`src/trd_pkg.sv`:
```
// Package with the item types, queue entry type and constants of the TLS record deframer.
`timescale 1ns / 1ps

package trd_pkg;

    localparam int NUM_DIRECTIONS = 2;
    localparam int RANDOM_BYTES   = 28;
    localparam int HDR_BYTES      = 5;
    localparam int IN_PAYLOAD     = 5;
    localparam int RANDOM_START   = 10;
    localparam int SID_POS        = RANDOM_START + RANDOM_BYTES;
    localparam int QUEUE_DEPTH    = 4;
    localparam int Q_PTR_W        = $clog2(QUEUE_DEPTH);
    localparam int Q_CNT_W        = $clog2(QUEUE_DEPTH + 1);

    localparam logic [7:0] CT_HANDSHAKE    = 8'd22;
    localparam logic [7:0] HS_CLIENT_HELLO = 8'd1;
    localparam logic [7:0] HS_SERVER_HELLO = 8'd2;
    localparam logic [7:0] NO_HS           = 8'd255;

    typedef enum logic [1:0] {
        KIND_RECORD        = 2'd0,
        KIND_CLIENT_RANDOM = 2'd1,
        KIND_SERVER_RANDOM = 2'd2
    } kind_t;

    typedef struct packed {
        logic       direction;
        logic [7:0] data_byte;
    } trd_in_t;

    typedef struct packed {
        logic [1:0]  kind;
        logic        out_direction;
        logic [7:0]  record_type;
        logic [15:0] record_version;
        logic [15:0] record_length;
        logic [7:0]  handshake_type;
        logic [15:0] cipher_id;
        logic        cipher_valid;
        logic [4:0]  random_index;
        logic [7:0]  random_byte;
        logic        last;
    } trd_out_t;

    // One entry per input byte that causes results: a random byte, a record end, or both.
    typedef struct packed {
        logic        direction;
        logic [7:0]  record_type;
        logic [15:0] record_version;
        logic [15:0] record_length;
        logic [7:0]  handshake_type;
        logic [15:0] cipher_id;
        logic        cipher_valid;
        logic        has_random;
        logic [4:0]  random_index;
        logic [7:0]  random_byte;
        logic        has_complete;
    } trd_event_t;

    typedef struct packed {
        logic not_empty;
        logic not_full;
    } trd_q_status_t;

endpackage

```
`src/tls_record_deframer.sv`:
```
// Top level of the TLS record deframer: parser, event queue and result stage.
// The input side is a queue write port: an item (direction, data_byte) is taken
// at a rising edge where push is high and full is low. One TCP payload byte of
// either direction may be pushed every cycle; each direction keeps its own parser
// for the 5-byte record header and the record payload.
// The result side is a queue read port: while empty is low the oldest result is
// on result, and it is taken at a rising edge where pop is high.
// A byte causes zero, one or two results: a hello random byte, a record-complete
// report, or both (random first). The last flag marks the final result of a byte.
// A result passes through the event queue and the output register before it shows on
// the result port; the second result of a byte is loaded when the first is taken.
// The parser handles one byte per cycle while full is low, and the result stage sends
// one result per cycle while the receiver pops. The four-entry event queue absorbs the
// second result of a two-result byte, so with the receiver always ready full stays low.
// When the receiver stalls, the held result stays put, the queue fills, and full
// rises; no item is dropped.
// Reset clears all parser state (handshake type reads as 255) and empties the queue.
`timescale 1ns / 1ps

module tls_record_deframer (
    input  logic              clk,
    input  logic              rst_n,
    input  logic              push,
    output logic              full,
    input  trd_pkg::trd_in_t  request,
    output logic              empty,
    input  logic              pop,
    output trd_pkg::trd_out_t result
);
    import trd_pkg::*;

    logic          accept;
    logic          ev_push;
    trd_event_t    ev;
    trd_event_t    head;
    trd_q_status_t q_status;
    logic          q_pop;

    assign full   = !q_status.not_full;
    assign accept = push && !full;

    trd_front u_front (
        .clk     (clk),
        .rst_n   (rst_n),
        .accept  (accept),
        .request (request),
        .ev_push (ev_push),
        .ev      (ev)
    );

    trd_queue u_queue (
        .clk     (clk),
        .rst_n   (rst_n),
        .wr_en   (ev_push),
        .wr_data (ev),
        .rd_en   (q_pop),
        .rd_data (head),
        .status  (q_status)
    );

    trd_back u_back (
        .clk      (clk),
        .rst_n    (rst_n),
        .head     (head),
        .q_status (q_status),
        .q_pop    (q_pop),
        .pop      (pop),
        .empty    (empty),
        .result   (result)
    );

endmodule

```
`src/trd_front.sv`:
```
// Per-direction record parser that classifies each byte and emits events.
`timescale 1ns / 1ps

module trd_front (
    input  logic               clk,
    input  logic               rst_n,
    input  logic               accept,
    input  trd_pkg::trd_in_t   request,
    output logic               ev_push,
    output trd_pkg::trd_event_t ev
);
    import trd_pkg::*;

    logic [2:0]  header_count_reg [NUM_DIRECTIONS];
    logic [7:0]  record_type_reg  [NUM_DIRECTIONS];
    logic [15:0] version_reg      [NUM_DIRECTIONS];
    logic [15:0] length_reg       [NUM_DIRECTIONS];
    logic [15:0] position_reg     [NUM_DIRECTIONS];
    logic [7:0]  hs_type_reg      [NUM_DIRECTIONS];
    logic [7:0]  sid_length_reg   [NUM_DIRECTIONS];
    logic [16:0] cipher_reg       [NUM_DIRECTIONS];

    logic [2:0]  header_count_next;
    logic [7:0]  record_type_next;
    logic [15:0] version_next;
    logic [15:0] length_next;
    logic [15:0] position_next;
    logic [7:0]  hs_type_next;
    logic [7:0]  sid_length_next;
    logic [16:0] cipher_next;

    logic        d;
    logic [7:0]  b;
    logic        dir_ok;
    logic        update;
    logic        has_random;
    logic        has_complete;
    logic [4:0]  random_index;
    logic [16:0] cs_pos;
    logic [15:0] p;

    assign d      = request.direction;
    assign b      = request.data_byte;
    assign dir_ok = (32'(d) < NUM_DIRECTIONS);
    assign update = accept && dir_ok;
    assign p      = position_reg[d];
    assign cs_pos = 17'(SID_POS) + 17'd1 + {9'd0, sid_length_reg[d]};

    always_comb
    begin
        header_count_next = header_count_reg[d];
        record_type_next  = record_type_reg[d];
        version_next      = version_reg[d];
        length_next       = length_reg[d];
        position_next     = p;
        hs_type_next      = hs_type_reg[d];
        sid_length_next   = sid_length_reg[d];
        cipher_next       = cipher_reg[d];
        has_random        = 1'b0;
        has_complete      = 1'b0;
        random_index      = '0;
        if (header_count_reg[d] < 3'(IN_PAYLOAD))
        begin
            unique case (header_count_reg[d])
                3'd0:    record_type_next = b;
                3'd1:    version_next = {b, 8'h00};
                3'd2:    version_next = {version_reg[d][15:8], b};
                3'd3:    length_next = {b, 8'h00};
                default: length_next = {length_reg[d][15:8], b};
            endcase
            if (header_count_reg[d] < 3'(HDR_BYTES - 1))
            begin
                header_count_next = header_count_reg[d] + 3'd1;
            end
            else
            begin
                position_next   = '0;
                hs_type_next    = NO_HS;
                sid_length_next = '0;
                cipher_next     = '0;
                if (length_next == 16'd0)
                begin
                    header_count_next = '0;
                    has_complete      = 1'b1;
                end
                else
                begin
                    header_count_next = 3'(IN_PAYLOAD);
                end
            end
        end
        else
        begin
            if (record_type_reg[d] == CT_HANDSHAKE)
            begin
                if (p == 16'd0)
                begin
                    hs_type_next = b;
                end
                else if (hs_type_reg[d] == HS_CLIENT_HELLO || hs_type_reg[d] == HS_SERVER_HELLO)
                begin
                    if (p >= 16'(RANDOM_START) && p < 16'(SID_POS))
                    begin
                        has_random   = 1'b1;
                        random_index = 5'(p - 16'(RANDOM_START));
                    end
                    else if (hs_type_reg[d] == HS_SERVER_HELLO)
                    begin
                        if (p == 16'(SID_POS))
                        begin
                            sid_length_next = b;
                        end
                        else if ({1'b0, p} == cs_pos)
                        begin
                            cipher_next = {1'b0, b, 8'h00};
                        end
                        else if ({1'b0, p} == cs_pos + 17'd1)
                        begin
                            cipher_next = {1'b1, cipher_reg[d][15:8], b};
                        end
                    end
                end
            end
            position_next = p + 16'd1;
            if ({1'b0, p} + 17'd1 >= {1'b0, length_reg[d]})
            begin
                has_complete      = 1'b1;
                header_count_next = '0;
            end
        end
    end

    always_comb
    begin
        ev.direction      = d;
        ev.record_type    = record_type_next;
        ev.record_version = version_next;
        ev.record_length  = length_next;
        ev.handshake_type = hs_type_next;
        ev.cipher_id      = cipher_next[16] ? cipher_next[15:0] : 16'd0;
        ev.cipher_valid   = cipher_next[16];
        ev.has_random     = has_random;
        ev.random_index   = random_index;
        ev.random_byte    = b;
        ev.has_complete   = has_complete;
    end

    assign ev_push = update && (has_random || has_complete);

    always_ff @(posedge clk or negedge rst_n)
    begin
        if (!rst_n)
        begin
            for (int i = 0; i < NUM_DIRECTIONS; i++)
            begin
                header_count_reg[i] <= '0;
                record_type_reg[i]  <= '0;
                version_reg[i]      <= '0;
                length_reg[i]       <= '0;
                position_reg[i]     <= '0;
                hs_type_reg[i]      <= NO_HS;
                sid_length_reg[i]   <= '0;
                cipher_reg[i]       <= '0;
            end
        end
        else if (update)
        begin
            header_count_reg[d] <= header_count_next;
            record_type_reg[d]  <= record_type_next;
            version_reg[d]      <= version_next;
            length_reg[d]       <= length_next;
            position_reg[d]     <= position_next;
            hs_type_reg[d]      <= hs_type_next;
            sid_length_reg[d]   <= sid_length_next;
            cipher_reg[d]       <= cipher_next;
        end
    end

endmodule

```
`src/trd_queue.sv`:
```
// Short event queue between the parser and the result stage.
`timescale 1ns / 1ps

module trd_queue (
    input  logic                    clk,
    input  logic                    rst_n,
    input  logic                    wr_en,
    input  trd_pkg::trd_event_t     wr_data,
    input  logic                    rd_en,
    output trd_pkg::trd_event_t     rd_data,
    output trd_pkg::trd_q_status_t  status
);
    import trd_pkg::*;

    trd_event_t         entry_reg [QUEUE_DEPTH];
    logic [Q_PTR_W-1:0] wr_ptr_reg;
    logic [Q_PTR_W-1:0] wr_ptr_next;
    logic [Q_PTR_W-1:0] rd_ptr_reg;
    logic [Q_PTR_W-1:0] rd_ptr_next;
    logic [Q_CNT_W-1:0] count_reg;
    logic [Q_CNT_W-1:0] count_next;
    logic               do_wr;
    logic               do_rd;

    assign status.not_empty = (count_reg != '0);
    assign status.not_full  = (count_reg != Q_CNT_W'(QUEUE_DEPTH));
    assign do_wr   = wr_en && status.not_full;
    assign do_rd   = rd_en && status.not_empty;
    assign rd_data = entry_reg[rd_ptr_reg];

    always_comb
    begin
        wr_ptr_next = wr_ptr_reg;
        rd_ptr_next = rd_ptr_reg;
        count_next  = count_reg;
        if (do_wr)
        begin
            wr_ptr_next = (32'(wr_ptr_reg) == QUEUE_DEPTH - 1) ? '0 : wr_ptr_reg + 1'b1;
        end
        if (do_rd)
        begin
            rd_ptr_next = (32'(rd_ptr_reg) == QUEUE_DEPTH - 1) ? '0 : rd_ptr_reg + 1'b1;
        end
        if (do_wr && !do_rd)
        begin
            count_next = count_reg + 1'b1;
        end
        else if (do_rd && !do_wr)
        begin
            count_next = count_reg - 1'b1;
        end
    end

    always_ff @(posedge clk)
    begin
        if (do_wr)
        begin
            entry_reg[wr_ptr_reg] <= wr_data;
        end
    end

    always_ff @(posedge clk or negedge rst_n)
    begin
        if (!rst_n)
        begin
            wr_ptr_reg <= '0;
            rd_ptr_reg <= '0;
            count_reg  <= '0;
        end
        else
        begin
            wr_ptr_reg <= wr_ptr_next;
            rd_ptr_reg <= rd_ptr_next;
            count_reg  <= count_next;
        end
    end

endmodule

```
`src/trd_back.sv`:
```
// Result stage that expands queued events into items and holds them in an output register.
`timescale 1ns / 1ps

module trd_back (
    input  logic                    clk,
    input  logic                    rst_n,
    input  trd_pkg::trd_event_t     head,
    input  trd_pkg::trd_q_status_t  q_status,
    output logic                    q_pop,
    input  logic                    pop,
    output logic                    empty,
    output trd_pkg::trd_out_t       result
);
    import trd_pkg::*;

    logic     out_valid_reg;
    logic     out_valid_next;
    trd_out_t out_item_reg;
    trd_out_t out_item_next;
    logic     phase_reg;
    logic     phase_next;
    logic     load;
    logic     send_random;

    assign load        = !out_valid_reg || pop;
    assign send_random = head.has_random && !phase_reg;

    always_comb
    begin
        out_valid_next = out_valid_reg;
        phase_next     = phase_reg;
        q_pop          = 1'b0;
        out_item_next  = out_item_reg;
        if (load)
        begin
            out_valid_next = q_status.not_empty;
            out_item_next.out_direction  = head.direction;
            out_item_next.record_type    = head.record_type;
            out_item_next.record_version = head.record_version;
            out_item_next.record_length  = head.record_length;
            out_item_next.handshake_type = head.handshake_type;
            if (send_random)
            begin
                out_item_next.kind = (head.handshake_type == HS_CLIENT_HELLO) ?
                                     KIND_CLIENT_RANDOM : KIND_SERVER_RANDOM;
                out_item_next.cipher_id    = '0;
                out_item_next.cipher_valid = 1'b0;
                out_item_next.random_index = head.random_index;
                out_item_next.random_byte  = head.random_byte;
                out_item_next.last         = !head.has_complete;
            end
            else
            begin
                out_item_next.kind         = KIND_RECORD;
                out_item_next.cipher_id    = head.cipher_id;
                out_item_next.cipher_valid = head.cipher_valid;
                out_item_next.random_index = '0;
                out_item_next.random_byte  = '0;
                out_item_next.last         = 1'b1;
            end
            if (q_status.not_empty)
            begin
                if (send_random && head.has_complete)
                begin
                    phase_next = 1'b1;
                end
                else
                begin
                    phase_next = 1'b0;
                    q_pop      = 1'b1;
                end
            end
        end
    end

    assign empty  = !out_valid_reg;
    assign result = out_item_reg;

    always_ff @(posedge clk)
    begin
        out_item_reg <= out_item_next;
    end

    always_ff @(posedge clk or negedge rst_n)
    begin
        if (!rst_n)
        begin
            out_valid_reg <= 1'b0;
            phase_reg     <= 1'b0;
        end
        else
        begin
            out_valid_reg <= out_valid_next;
            phase_reg     <= phase_next;
        end
    end

endmodule
```
`config.mk`:
```
export PLATFORM = sky130hd
export DESIGN_NAME = tls_record_deframer
export DESIGN_NICKNAME = d
export VERILOG_FILES = /design/src/trd_pkg.sv /design/src/tls_record_deframer.sv /design/src/trd_front.sv /design/src/trd_queue.sv /design/src/trd_back.sv
export SDC_FILE = /design/constraint.sdc
export NUM_CORES = 1
export LEC_CHECK = 0
export ABC_AREA = 1
export ABC_CLOCK_PERIOD_IN_PS = 9600
export BUFFER_PORTS_ARGS = -buffer_cell sky130_fd_sc_hd__buf_2
export CORE_ASPECT_RATIO = 0.6
export CORE_MARGIN = 5
export CORE_UTILIZATION = 60
export CTS_CLUSTER_DIAMETER = 50
export DETAILED_ROUTE_END_ITERATION = 8
export GPL_TIMING_DRIVEN = 1
export PLACE_DENSITY = 0.78
export SLEW_MARGIN = 15
export SYNTH_ARGS = -nofsm -noshare
export SYNTH_HDL_FRONTEND = slang
export SYNTH_SLANG_ARGS = --single-unit
export TNS_END_PERCENT = 20
```
`constraint.sdc`:
```
create_clock -name clk -period 9.6 [get_ports clk]
set_input_delay 0.48 -clock clk [delete_from_list [all_inputs] [get_ports clk]]
set_output_delay 0.48 -clock clk [all_outputs]
set_load 0.01 [all_outputs]
```
==> results_dict.tcl, run 1 <==
set metrics [dict create \
    status "complete, but fails checks" \
    violations "hold timing" \
    critPathArrivalTime_ns 6.63 \
    initial_core_util 0.603 \
    synth_fp_nets 2662 \
    cts.repair.resized 0 \
    r2r_slack_ns 4.08 \
    synth.top_cell.area_share 0.455 \
    ctsHoldBuffers 0 \
    multiInputGateArea_mm2 0.00850 \
    io_pins 97 \
    clock_skew_ns 0.0296 \
    post-place-cells 3193 \
    drt_iter0_drc 2634 \
    maxSlewViolCount 0 \
    yosysSeqAreaShare 0.636 \
    fmax_mhz 156 \
    synthTopCellsByArea "edfxtp_1 46%, dfrtp_1 17%, nand2_1 9.1%, o21ai_0 6.5%, nor2_1 3.6%" \
    hold_viol 9 \
    synth_cell_type_count 58 \
    ant_nets 0 \
    p_leak_uw 0.0123 \
    cts_tree "yes" \
    fin_util 0.665 \
    routed-via-count 19800 \
    syn-cell-area_mm2 0.0268 \
    die_w_um 283 \
    layout_common_cells "648 x nand2_1, 406 x edfxtp_1, 346 x o21ai_0" \
    grt_pass1_vias 18500 \
    synth-edff-count 406 \
    drive_gt1_frac 0.131 \
    path_class "primary input to flip-flop" \
    start_kind "primary input" \
    ff2ff_path_depth 23 \
    setup_violations 0 \
    pwr_density_cell_mw_per_mm2 306 \
    wl_um 68100 \
    wire_per_inst_um 20.6 \
    grt_overflow 0 \
    clkTransAtPathRegs_ns 0.06 \
    rsz0062_at_grt "no" \
    ys_ff_latch 599 \
    crit_required_ns 9.82 \
    ctsLongestPathBuffers 3 \
    fill_cells 3256 \
    hold_class "primary input to async pin" \
    max_slew.worst_pin.slew_ns 1.12 \
    crit_fanout 51 \
    drt_pass1_iterations 6 \
    ff_latch_area_mm2 0.0170 \
    nNetsFinal 2710 \
    tritoncts_num_sinks 599 \
    synth_top_cell_by_area "edfxtp_1" \
    clk_latency_ns 0.61 \
    portBuffers 96 \
    largest_reg_flops 324 \
    yosysWarnings 0 \
    grt_max_degree 116 \
    gp_congestion 0.923 \
    grt_pass1_wl_um 107000 \
    fin_crit_ns 6.41 \
    die-area_mm2 0.0491 \
    cap_violations 0 \
    whs_ns -0.0377 \
    cts-root-buf "clkbuf_16" \
    htreeDepth 2 \
    post-cts-setup-buffer-count 0 \
    core.rowCount 60 \
    die_h_um 174 \
    dpl.hpwl_um 42400 \
    fin_setup_tns_ns 0 \
    areaGrowthSynthToFinish_pct 10.3 \
    finalNonFillerCells 3298 \
    async_reset_ff_frac 0.322 \
    antenna_found_initial 1 \
    cp-end-kind "flip-flop" \
    avgSynthCellArea_um2 10.2 \
    ir_worst_vdd_mv 0.179 \
    relSlewSlack 0.255 \
    grt_use_total 0.276 \
    layout.cells.most_common "nand2_1" \
    drcViolationCount 0 \
    core-area_mm2 0.0444 \
    synthCells 2614 \
    yosys_most_used_dff "edfxtp_1" \
    routed_via_density 5.99 \
    finalCritPeriodShare 0.668 \
    cts_buffers 55 \
]
Yosys cell counts (all sizes together), types with 24 or more instances:
cell type	instances
nand2	681
edfxtp	406
o21ai	383
nor2	269
inv	186
dfrtp	177
o22ai	100
clkbuf	99
a21oi	63
nand3	53
ha	34
or2	30
buf	27
mux2i	24
cell type report:
cell class                      instances  area share
Multi-Input combinational cell       1700       0.288
Clock inverter                         37      0.0147
Tap cell                              589      0.0250
Sequential cell                       599       0.577
Timing Repair Buffer                  117      0.0227
Inverter                              189      0.0244
Clock buffer                           66      0.0483
Antenna cell                            1   0.0000847
power breakdown:
part           internal [uW]  total (uW)  switching, uW
combinational            850        3020           2170
sequential              3520        3760            245
clock                   1260        2250            982
total                   5630        9030           3390
per-layer routing:
layer / track usage / vias up / routed length [um]
li1: - / 8968 / -
met1: 0.448 / 9582 / 30600
met2: 0.381 / 1085 / 28600
met3: 0.0604 / 124 / 7380
met4: 0.0659 / 2 / 1530
met5: 0 / - / 13
path summary, 6_finish.rpt:
check,startpoint,end
setup / recovery,request[8],u_queue.entry_reg[2][57]
hold / removal,rst_n,u_front.record_type_reg[6]
setup reg to reg,u_front.position_reg[16],u_queue.entry_reg[2][57]
hold reg to reg,u_front.version_reg[7],u_front.version_reg[7]
max in group asynchronous,rst_n,u_front.position_reg[18]
min in group clk,request[0],u_queue.entry_reg[0][1]
cells by family (layout without fill, tap and decap cells):
family	count (synthesis)	count (layout)	synth area share
AND/OR/NAND/NOR	1062	1062	0.168
flip-flops	599	599	0.636
AO/OA/AOI/OAI	564	564	0.117
buffers and inverters	315	409	0.0482
adder cells (fa/ha/maj)	35	35	0.0166
multiplexers	25	25	0.00953
XOR/XNOR	14	14	0.00458
other	0	1	0
stage by stage:
step | instance area [um2] | hold slack [ns] | total power [uW] | setup WS, ns
after CTS | 29500 | 0.0402 | 8990 | 3.30
after global routing | 29500 | 0.0619 | 9540 | 2.72
after floorplan | 26800 | 0.184 | 5730 | 2.42
after detailed placement | 27600 | 0.460 | 6730 | 2.67
after global placement | 27600 | 0.452 | 6600 | 2.79
final | 29500 | -0.0377 | 9030 | 3.19
critical path: stages:
cell and delay (ns):
buf_4 0.37, buf_4 0.59, inv_4 0.41, o21ai_2 0.42, inv_1 0.19, nor3_1 0.32
nand2_1 0.17, nor3_4 0.20, nand3_1 0.15, nor2_1 0.14, xor2_1 0.19, inv_1 0.07
ha_1 0.27, nand2_1 0.07, nor2_1 0.11, a41oi_1 0.12, o211ai_1 0.20, nand2_1 0.15
nand3_2 0.15, nand2_4 0.13, nor2_4 0.84, buf_4 0.72
Power figures use the tool's default switching activity.
==> run 2, diff against run 1 <==
--- a/config.mk
+++ b/config.mk
@@ -5,8 +5,8 @@
 export SDC_FILE = /design/constraint.sdc
 export NUM_CORES = 1
 export LEC_CHECK = 0
-export ABC_AREA = 1
-export ABC_CLOCK_PERIOD_IN_PS = 9600
+export ABC_AREA = 0
+export ABC_CLOCK_PERIOD_IN_PS = 6300
 export BUFFER_PORTS_ARGS = -buffer_cell sky130_fd_sc_hd__buf_2
 export CORE_ASPECT_RATIO = 0.6
 export CORE_MARGIN = 5
==> constraint.sdc (replaced) <==
create_clock -name clk -period 6.3 [get_ports clk]
set_input_delay 0.315 -clock clk [delete_from_list [all_inputs] [get_ports clk]]
set_output_delay 0.315 -clock clk [all_outputs]
set_load 0.01 [all_outputs]
==> results_dict.tcl, run 2 <==
set metrics [dict create \
    crit_path_top_delay_cell "o41ai_1" \
    synth_cell_type_count 78 \
    routed-via-count 16800 \
    reg2reg_from "u_front.position_reg[0]" \
    layout_common_cells "406 x edfxtp_1, 302 x nand2_1, 175 x dfrtp_1" \
    ys_ff_latch 599 \
    cts.repair.resized 0 \
    ant_nets 0 \
    htreeDepth 2 \
    finalNonFillerCells 2653 \
    crit_fanout 7 \
    synth_fp_nets 2005 \
    critPathArrivalTime_ns 6.04 \
    drt_iter0_drc 2252 \
    wl_um 63700 \
    max_stage_delay_ns 0.82 \
    synth.top_cell.area_share 0.463 \
    drcViolationCount 0 \
    wire_per_inst_um 24.0 \
    p_int_uw 8370 \
    swShare 0.331 \
    path_class "flip-flop to flip-flop" \
    clkTransAtPathRegs_ns 0.07 \
    power_uw 12500 \
    cts_buffers 53 \
    maxSlewViolCount 0 \
    ff_latch_area_mm2 0.0170 \
    pwr_density_cell_mw_per_mm2 428 \
    worstHoldStart "request[4]" \
    crit_start "u_front.position_reg[0]" \
    cp-end-kind "flip-flop" \
    nNetsFinal 2078 \
    ir_worst_vdd_mv 0.311 \
    synthCells 1957 \
    post-cts-setup-buffer-count 0 \
    grt_overflow 0 \
    p_sw_uw 4140 \
    die_h_um 172 \
    async_reset_ff_frac 0.322 \
    post-place-cells 2553 \
    multiInputGateArea_mm2 0.00868 \
    die-area_mm2 0.0483 \
    syn-cell-area_mm2 0.0263 \
    synth_top_cell_by_area "edfxtp_1" \
    tritoncts_num_sinks 599 \
    status "finished, final reports clean" \
    grt_max_degree 97 \
    fin_crit_ns 5.56 \
    gp_congestion 0.961 \
    die_w_um 280 \
    layout.cells.most_common "edfxtp_1" \
    largest_reg_flops 324 \
    areaGrowthSynthToFinish_pct 11.1 \
    drt_pass1_iterations 6 \
    max_slew.worst_pin.slew_ns 1.17 \
    synth_common_cells "406 x edfxtp_1, 303 x nand2_1, 177 x dfrtp_1" \
    yosysSeqAreaShare 0.647 \
    grt_pass1_wl_um 97800 \
    start_kind "flip-flop" \
    p_leak_uw 0.0115 \
    portBuffers 96 \
    synth-edff-count 406 \
    cap_violations 0 \
    fmax_mhz 180 \
    drive_gt1_frac 0.186 \
    yosysWarnings 0 \
    io_pins 97 \
    clk_latency_ns 0.61 \
    clock_skew_ns 0.0428 \
    antenna_found_initial 1 \
    relSlewSlack 0.213 \
    fill_cells 2953 \
    finalCritPeriodShare 0.882 \
    pwr-share-seq 0.451 \
    rsz0062_at_grt "no" \
    dpl.hpwl_um 40400 \
    comb_power_share 0.283 \
    crit_required_ns 6.78 \
    initial_core_util 0.608 \
    cts-root-buf "clkbuf_16" \
    avgSynthCellArea_um2 13.5 \
    synth.most_common_cell "edfxtp_1" \
    ctsLongestPathBuffers 3 \
    hold_class "primary input to flip-flop" \
    hold_viol 0 \
    grt_use_total 0.262 \
    path_cells "mux2i_1 > inv_1 > ha_1 > and2_1 > nand3_1 > xor2_1 > ha_1 > a21o_1 > a21o_1 > a21o_1 > a21oi_1 > nor2b_1 > o41ai_1 > a21oi_1 > o31a_1 > ha_1 > inv_1 > fa_1 > mux2_2" \
    core-area_mm2 0.0433 \
    diodes 0 \
    core.rowCount 59 \
    cts_tree "yes" \
    routed_via_density 6.34 \
    fin_setup_tns_ns 0 \
    yosys_most_used_dff "edfxtp_1" \
    setup_violations 0 \
    pwr-share-clk 0.266 \
    synthTopCellsByArea "edfxtp_1 46%, dfrtp_1 17%, mux4_2 6.9%, nand2_1 4.3%, o21ai_0 3.0%" \
    grt_pass1_vias 16500 \
]
## run 2: power groups by stage
stage	sequential, uW	clock, uW	combinational (uW)
floorplan	5640	0	2330
global route	5710	3540	3870
CTS	5630	3370	3510
global placement	5660	0	3330
detailed placement	5700	0	3470
finish	5640	3330	3540
## run 2: worst max-delay path, delay by kind of cell (launching register included)
| kind | cells | cell delay (ns) |
|---|---|---|
| compound gates | 7 | 2.16 |
| xor+xnor | 1 | 0.19 |
| fa+ha+maj | 4 | 1.22 |
| buf+inv | 2 | 0.22 |
| flops | 1 | 0.43 |
| mux | 2 | 0.79 |
| simple gates | 3 | 0.40 |
## run 2: final timing paths
| path | cells past startpoint | end | slack (ns) |
|---|---|---|---|
| max | 19 | u_queue.count_reg[1] | 0.74 |
| min | 1 | u_queue.entry_reg[3][5] | 0.25 |
| max reg2reg | 19 | u_queue.count_reg[1] | 0.74 |
| min reg2reg | 2 | u_front.hs_type_reg[8] | 0.46 |
| max in group asynchronous | 3 | u_queue.rd_ptr_reg[0] | 4.62 |
| min in group asynchronous | 2 | u_front.position_reg[15] | 0.30 |
## run 2: layer usage
| layer | GRT usage | up-vias | routed length (um) |
|---|---|---|---|
| met5 | 0 | - | 0 |
| met2 | 0.383 | 900 | 27300 |
| met3 | 0.0549 | 130 | 6530 |
| met4 | 0.0600 | 0 | 1430 |
| li1 | - | 7372 | - |
| met1 | 0.413 | 8414 | 28400 |
## run 2: logic make-up (layout without fill, tap and decap cells)
family          Yosys count  after routing  synth area share
flops                   599            599             0.647
simple gates            569            569            0.0983
compound gates          345            345            0.0788
mux                     199            199             0.117
buf+inv                 165            282            0.0256
xor+xnor                 45             45            0.0166
fa+ha+maj                35             35            0.0169
## run 2: what timing repair did
item | 4_1_cts | 5_1_grt
hold buffers | 1 | 0
hold endpoints to repair | 63 | 0
setup endpoints to repair | 0 | 0
## run 2: layout make-up
class	count	share of cell area
inverter	53	0.00680
tap	579	0.0247
clock buffer	74	0.0501
multi-input combinational	1193	0.296
clock inverter	25	0.0108
timing repair buffer	130	0.0287
sequential	599	0.582
## run 2: stage by stage
stage,cell area (um2),utilization,setup WS [ns],hold slack (ns)
after floorplan,26300,-,0.109,0.0194
after global placement,27500,0.634,0.705,0.362
after detailed placement,27500,0.634,0.556,0.377
after CTS,29300,0.675,0.918,0.194
after global routing,29300,0.676,0.301,0.217
final,29300,0.676,0.743,0.255
